File: config.mk
export PLATFORM = sky130hd
export DESIGN_NAME = mhpq_cell
export DESIGN_NICKNAME = d
export VERILOG_FILES = /design/src/rtl/mhpq_pkg.sv /design/src/rtl/mhpq_cell.sv
export SDC_FILE = /design/constraint.sdc
export NUM_CORES = 1
export LEC_CHECK = 0
export BUFFER_PORTS_ARGS = -buffer_cell sky130_fd_sc_hd__buf_4
export CAP_MARGIN = 0
export CORE_UTILIZATION = 49
export CTS_CLUSTER_DIAMETER = 80
export DETAILED_ROUTE_END_ITERATION = 8
export PLACE_DENSITY = 0.87
export SYNTH_ARGS = -nofsm -noshare
export SYNTH_HDL_FRONTEND = slang
export SYNTH_SLANG_ARGS = --single-unit
File: constraint.sdc
create_clock -name clk -period 6.75 [get_ports clk]
set_input_delay 1.0125 -clock clk [delete_from_list [all_inputs] [get_ports clk]]
set_output_delay 1.0125 -clock clk [all_outputs]
set_load 0.05 [all_outputs]
File: src/rtl/mhpq_pkg.sv
package mhpq_pkg;

	localparam int KEY_W = 32;
	localparam int COUNT_OUT_W = 8;

	typedef logic signed [KEY_W-1:0] key_t;

	typedef enum logic {
		OP_INSERT = 1'b0,
		OP_REMOVE = 1'b1
	} opcode_t;

	typedef enum logic [1:0] {
		ST_OK    = 2'd0,
		ST_FULL  = 2'd1,
		ST_EMPTY = 2'd2
	} status_t;

	// what one cell hands to the next cell down the row
	typedef struct packed {
		key_t key;
		logic stay;
	} link_t;

endpackage

File: src/rtl/mhpq_cell.sv
module mhpq_cell
	import mhpq_pkg::*;
#(
	parameter int IDX = 0,
	parameter int CW  = 8
) (
	input  logic          clk,
	input  logic          ins_en,
	input  logic          rem_en,
	input  key_t          ins_key,
	input  logic [CW-1:0] count,
	input  link_t         prev,
	input  key_t          next_key,
	output link_t         link
);

	localparam logic [CW-1:0] IDX_C = CW'(IDX);

	key_t key_q;
	key_t key_nxt;
	logic occ;
	logic stay;

	assign occ  = count > IDX_C;
	assign stay = occ && (key_q >= ins_key);

	assign link.key  = key_q;
	assign link.stay = stay;

	always_comb begin
		if (rem_en) begin
			key_nxt = next_key;
		end else if (stay) begin
			key_nxt = key_q;
		end else if (prev.stay) begin
			key_nxt = ins_key;
		end else begin
			key_nxt = prev.key;
		end
	end

	always_ff @(posedge clk) begin
		if (ins_en || rem_en) begin
			key_q <= key_nxt;
		end
	end

endmodule

-- Word level (Yosys, flattened, before mapping)
Index checks and enable logic that the tools add are counted.
- reduce and logical (&&, ||, !) cells: 3
- multiplexer cells: 3
- equal/unequal tests: 1
- magnitude comparators: 2
- operators with widths (operator ; number):
    $mux W32 ; 3
    $ge A32 B32 Y1 ; 1
    $gt A8 B1 Y1 const B ; 1
    $ne A2 B2 Y1 const B ; 1
    $reduce_and A2 Y1 ; 1
    $logic_and A1 B1 Y1 ; 1
    $logic_or A1 B1 Y1 ; 1
- register bits after elaboration: 32
- logic and storage cells: 10

-- Longest topological paths before layout
Gate-level depths: netlist of run 1.
- word-level depth: 4
- mapped depth: 9

-- Worst setup path after synthesis of run 1
OpenSTA, ideal clock, no wires.
- path type: input to register
- from: input port ins_key[14]
- to: register key_q[0] (enable)
- arrival time: 3.921 ns
- path slack: 2.389 ns
- stages on the path: 8
- path buffers: 0
- data required time: 6.309 ns
- path through: inv_1 -> ha_1 -> and4_4 -> a211oi_2 -> o21ai_1 -> o32ai_2 -> o22ai_1 -> a31oi_1
- word-level cells in the longest chain between the ends: 4
- ends and longest elaborated chain (element ; RTL line ; RTL):
    start: declaration ; mhpq_cell.sv:10 ; input key_t ins_key,
    $ge A32 B32 Y1 ; mhpq_cell.sv:25 ; assign stay = occ && (key_q >= ins_key);
    $logic_and A1 B1 Y1 ; mhpq_cell.sv:25 ;
    $ne A2 B2 Y1 (no line) ; - ;
    $reduce_and A2 Y1 (no line) ; - ;
    end signal: assignment ; mhpq_cell.sv:44 ; key_q <= key_nxt;
    end: declaration ; mhpq_cell.sv:19 ; key_t key_q;
Every way passes these cells.
A chain may end at the register's enable or synchronous reset.

==> results of run 1 <==
[synthesized netlist by cell type (all sizes together)]
library cell,instances
edfxtp,32
nor2b,4
nor4b,2
a31oi,2
and3,1
nor4,2
o22ai,1
o32ai,2
mux2i,32
o211ai,1
o21a,1
a21boi,1
a21o,2
nand3b,1
nand4,5
nand2,37
buf,4
nand3,1
o21ai,38
ha,32
a211oi,2
nor2,1
inv,35
a21oi,13
o31ai,1
clkbuf,8
and4,3
[layer usage]
| metal | wire length, um | up-vias | share of wire, % | track usage (%) |
|---|---|---|---|---|
| met3 | 315 | 23 | 4.6 | 4.66 |
| met2 | 3580 | 95 | 52 | 48.3 |
| met5 | 0 | - | 0 | 0 |
| met4 | 244 | 0 | 3.6 | 12.8 |
| met1 | 2700 | 1157 | 39 | 28.2 |
| li1 | - | 1221 | - | - |
[worst paths after layout]
check / start / endpoint / slack (ps) / depth (start not counted)
setup reg to reg: key_q[14] / key_q[27] / 3570 / 7
hold / removal: next_key[20] / key_q[20] / 1000 / 3
hold reg to reg: key_q[31] / key_q[1] / 1300 / 4
setup / recovery: ins_key[13] / link[0] / 2870 / 10
[logic make-up after synthesis]
| group | Yosys count | share of synthesized area (%) |
|---|---|---|
| buffers and inverters | 47 | 7.30 |
| AND/OR/NAND/NOR | 57 | 11.5 |
| AO/OA/AOI/OAI | 64 | 14.5 |
| flip-flops | 32 | 38.2 |
| adder cells (fa/ha/maj) | 32 | 15.9 |
| multiplexers | 32 | 12.7 |
[where the power goes]
| part | leakage [nW] | switching, mW | total, mW | internal [mW] |
|---|---|---|---|---|
| sequential | 0.318 | 0.0150 | 0.272 | 0.257 |
| combinational | 1.51 | 0.199 | 0.324 | 0.125 |
| clock | 0.0391 | 0.0698 | 0.138 | 0.0680 |
| total | 1.87 | 0.284 | 0.734 | 0.450 |
[layout make-up]
type	count	area, sq um	share of cell area [%]
repair buffers	140	1050	28.5
clock inverters	2	7.51	0.203
multi-input cells	185	1390	37.6
flip-flops and latches	32	961	26.0
inverters	35	131	3.56
well taps	67	83.8	2.27
clock buffers	5	68.8	1.86
[metrics by stage]
stage,utilization (%),hold slack [ps],worst slack [ps],instance area (sq um)
after global routing,76.2,1000,2690,3690
after detailed placement,74.6,1290,2830,3620
after CTS,76.2,998,2870,3690
after global placement,74.6,1250,2920,3620
after floorplan,-,1200,2390,2520
final,76.2,1000,2870,3690
[tightest hold or removal path, stage by stage]
cell and delay [ps]:
buf_4 80, nand2_1 40, o21ai_0 50
==> results.cfg, run 1 <==
[finish]
drive_gt1_share_pct = 37.8
layoutNonFillerInstCount = 466
antennaDiodeCount = 0
largest_reg_flops = 32
syn2layout_area_growth_pct = 46.6
top_regs = key_q (32)
regMostFlops = key_q
final_common_cell = buf_4
fillers = 359
final_cell_mix = buf_4, nand2_1, o21ai_0, inv_1
final_net_count = 539

[worst_setup_path]
crit_chain = buf_4 -> inv_1 -> ha_1 -> nand4_1 -> nor4b_2 -> a21boi_0 -> o32ai_2 -> nor2b_1 -> nor2_1 -> buf_4
start_kind = input pin
arrival_ps = 2860
cp_common_cell = buf_4
worst_path_largest_cell_delay_ps = 320
required_ps = 5740
critPathTopFamily = simple AND/OR/NAND/NOR gates
worst_setup_path_end_kind = primary output
cp_slowest_cell = ha_1
critical_path_buf_inv_count = 3
path_max_fanout = 4
setup.worst_path.class = in -> out

[synth]
syn_avg_cell_area_sq_um = 9.54
syn-num-nets = 404
netlist.top_cell.by_area = edfxtp_1
synth-seq-area-share_pct = 38.2
ys_ff_latch = 32
synth_top_area_share_pct = 38.2
synthCells = 264
synthTopCellsByArea = edfxtp_1, ha_1, mux2i_1, o21ai_0, nand2_1
synth.distinct_cells = 32
netlist_area_sq_um = 2520
yosysWarnings = 0

[clock_network]
cts_resized = 0
clk_pin_slew_worst_paths_ps = 70
htreeDepth = 2
clockBufferDepth = 2
clkLatencyLatePin_ps = 280
post_cts_buffers = 0
clock-sinks = 32
cts_buffers = 5
cts_root_buf = clkbuf_8
cts_tree = yes
cts_hold_buf = 0

[place]
dp.final_hpwl_um = 5470
gp_congestion = 0.799
dpl.cell_count = 459
io_buffer_count = 140

[global_routing]
grt_max_degree = 68
grt_pass1_vias = 2508
grt_first_pass_wirelength_um = 10600
grt_overflow_total = 0
antenna_found_initial = 0
track_usage_pct = 26.0

[timing]
finalMaxSlewViolations = 0
period_needed_ps = 3880
maxSlewHeadroom_pct = 27.3
rsz0062_at_grt = no
min_period_over_period_pct = 57.4
hold_viol = 0
timing.setup.tns_ps = 0
clock_skew_ps = 4.84
setup_violations = 0
timing.fmax_mhz = 258
tightest_slew_ps = 1090

[die]
die_h_um = 73.7
die_x_um = 73.7
pin_count = 141
std_cell_rows = 25
core-area_sq_um = 4850
start_util_pct = 51.9
die_area_sq_um = 5430

[detailed_routing]
wl_um = 6840
drt_iter0_markers = 114
drc = 0
drtPass1Iterations = 4
wl_per_cell_um = 14.7
num_vias = 2496
vias_per_cell = 5.36
drt.antenna.violating_nets = 0

[run]
max_cap_violations = 0

[power]
ir_drop_mv = 0.147
powerDensity_nw_per_um2 = 199
total_power_mw = 0.734
p_leak_nw = 1.87

[min_path]
hp-class = in -> reg

[status]
status = finished clean
(Power assumes the default switching activity.)
==> run 2, diff against run 1 <==
Settings changed: ABC_AREA from default to 1, CORE_UTILIZATION 49 to 41, PLACE_DENSITY 0.87 to 0.78.
Clock period 6.75 ns to 3.5 ns, I/O delays scaled along.
==> run 2 against run 1 <==
Effect of this change: setup slack got worse by 2100 ps; sequential power rose by 88%; worst hold slack worse by 480 ps; first-iteration DRC count decreased by 45%; sequential cell count unchanged; critical endpoint unchanged; largest cell class unchanged; sequential share of layout area is the same; non-clock buffer count up 2; critical path depth up 2; cell area unchanged; highest routed layer unchanged; clock-buffer cell count stayed put; clock power grew 98%; core utilization down 14 points.
==> results.cfg, run 2 <==
[finish]
layoutNonFillerInstCount = 539
antennaDiodeCount = 0
fillers = 554
ff_latch_area_sq_um = 961
final_core_util_pct = 62.4
drive_gt1_share_pct = 33.4
final_common_cell = buf_4
final_net_count = 603
multi_input_area_sq_um = 1320
syn2layout_area_growth_pct = 47.1
largest_reg_flops = 32
top_regs = key_q (32)
regMostFlops = key_q
final_area_sq_um = 3690
final_cell_mix = buf_4, nand2_1, o21ai_0, inv_1

[synth]
synth.distinct_cells = 22
synthTopCellsByArea = edfxtp_1, ha_1, nand2_1, o21ai_0, inv_1
synth_top_area_share_pct = 38.3
syn-num-nets = 469
synth.most_common_cell = nand2_1
ys_ff_latch = 32
syn_avg_cell_area_sq_um = 7.63
synth_commonest_cells = nand2_1, o21ai_0, inv_1
synthArstFlopShare_pct = 0
yosysWarnings = 0
netlist_area_sq_um = 2510
synth-seq-area-share_pct = 38.3
ys.flop_type = edfxtp_1
netlist.top_cell.by_area = edfxtp_1
synthCells = 329
synth_edf_count = 32

[place]
gp_congestion = 0.763
dpl.cell_count = 531
placedInstanceArea_sq_um = 3610
io_buffer_count = 140
dp.final_hpwl_um = 5050

[run]
max_cap_violations = 0

[clock_network]
cts_tree = yes
clockBufferDepth = 2
htreeDepth = 2
cts_hold_buf = 0
cts_buffers = 5
clkLatencyLatePin_ps = 280
clk_pin_slew_worst_paths_ps = 70
cts_root_buf = clkbuf_8
post_cts_buffers = 0
cts_resized = 0
clock-sinks = 32

[timing]
min_period_over_period_pct = 77.3
timing.setup.tns_ps = 0
rsz0062_at_grt = no
hold_viol = 0
timing.fmax_mhz = 370
tightest_slew_ps = 541
maxSlewHeadroom_pct = 63.9
setup_violations = 0
period_needed_ps = 2700
clock_skew_ps = 2.80
finalMaxSlewViolations = 0

[power]
clockPowerShare_pct = 20.1
ir_drop_mv = 0.229
p_sw_share_pct = 38.1
net-switching-power_mw = 0.517
powerDensity_nw_per_um2 = 368
combPwrFrac_pct = 42.4
p_leak_nw = 1.92
p_seq_share_pct = 37.6
p_int_mw = 0.842

[detailed_routing]
drc = 0
wl_um = 6380
wl_per_cell_um = 11.8
drt_iter0_markers = 63
drt.antenna.violating_nets = 0
num_vias = 2572
drtPass1Iterations = 4
vias_per_cell = 4.77

[die]
die_x_um = 80.2
die_h_um = 80.2
std_cell_rows = 28
die_area_sq_um = 6440
pin_count = 141
start_util_pct = 42.4
core-area_sq_um = 5920

[worst_setup_path]
worst_setup_path_end_kind = primary output
setup.worst_path.class = reg -> out
start_kind = register
r2r_cells = 12
required_ps = 2970
arrival_ps = 2180
path_max_fanout = 4

[global_routing]
grt_pass1_vias = 2350
grt_first_pass_wirelength_um = 9780
grt_overflow_total = 0
track_usage_pct = 19.6
grt_max_degree = 63
antenna_found_initial = 0

[min_path]
hp-class = in -> reg
min_delay_path_depth = 3

[status]
status = finished clean
run 2: changes by cell type after synthesis, sizes merged, moves of 4 or more:
| cell | previous run | this run |
|---|---|---|
| a21oi | 13 | 20 |
| clkbuf | 8 | 14 |
| inv | 35 | 43 |
| mux2i | 32 | 0 |
| nand2 | 37 | 103 |
| nand4 | 5 | 1 |
| nor2 | 1 | 11 |
| nor2b | 4 | 0 |
| o21ai | 38 | 60 |
run 2: cells by family after synthesis:
group,after synthesis,share of synthesized area (%)
flops,32,38.3
buf+inv,59,8.97
compound gates,83,17.0
fa+ha+maj,32,16.0
simple gates,123,19.8
run 2: area by class of cell:
type / count / area share (%)
Clock buffer: 5 / 1.86
Clock inverter: 3 / 0.373
Inverter: 44 / 4.47
Multi-Input combinational cell: 238 / 35.9
Sequential cell: 32 / 26.0
Tap cell: 75 / 2.54
Timing Repair Buffer: 142 / 28.9
run 2: routing by layer:
| metal | GRT usage [%] | routed length (um) | vias up |
|---|---|---|---|
| met5 | 0 | 0 | - |
| met4 | 4.46 | 19 | 0 |
| met3 | 4.66 | 410 | 2 |
| met2 | 37.6 | 3270 | 82 |
| met1 | 21.5 | 2680 | 1132 |
| li1 | - | - | 1356 |
run 2: through the flow:
step / total power [mW] / setup slack, ps / hold WS [ps]
final: 1.36 / 796 / 522
after global routing: 1.44 / 570 / 515
after CTS: 1.38 / 773 / 511
after detailed placement: 1.10 / 870 / 809
after global placement: 1.09 / 956 / 804
after floorplan: 0.884 / 618 / 712
run 2: critical path, cell delays in order (launching register included):
cell      delay, ps
edfxtp_1        410
ha_1            360
nand2_1         100
nor2_2          140
nand2_2          80
nor3b_2         220
nand2_1         100
nand2_1          70
nand2_1          40
nand3_1          70
nand2_1          70
inv_1            50
buf_4           180
run 2: path summary, 6_finish.rpt:
check                from         to  slack (ps)
max             key_q[31]    link[0]         800
min          next_key[20]  key_q[20]         520
min reg2reg     key_q[31]  key_q[31]        1280
max reg2reg     key_q[31]  key_q[10]        1130
run 2: power groups by stage:
stage               sequential, mW  combinational (mW)  clock (mW)
floorplan                    0.679               0.205           0
global placement             0.516               0.572           0
detailed placement           0.520               0.579           0
CTS                          0.512               0.581       0.285
global route                 0.517               0.629       0.298
finish                       0.511               0.576       0.273
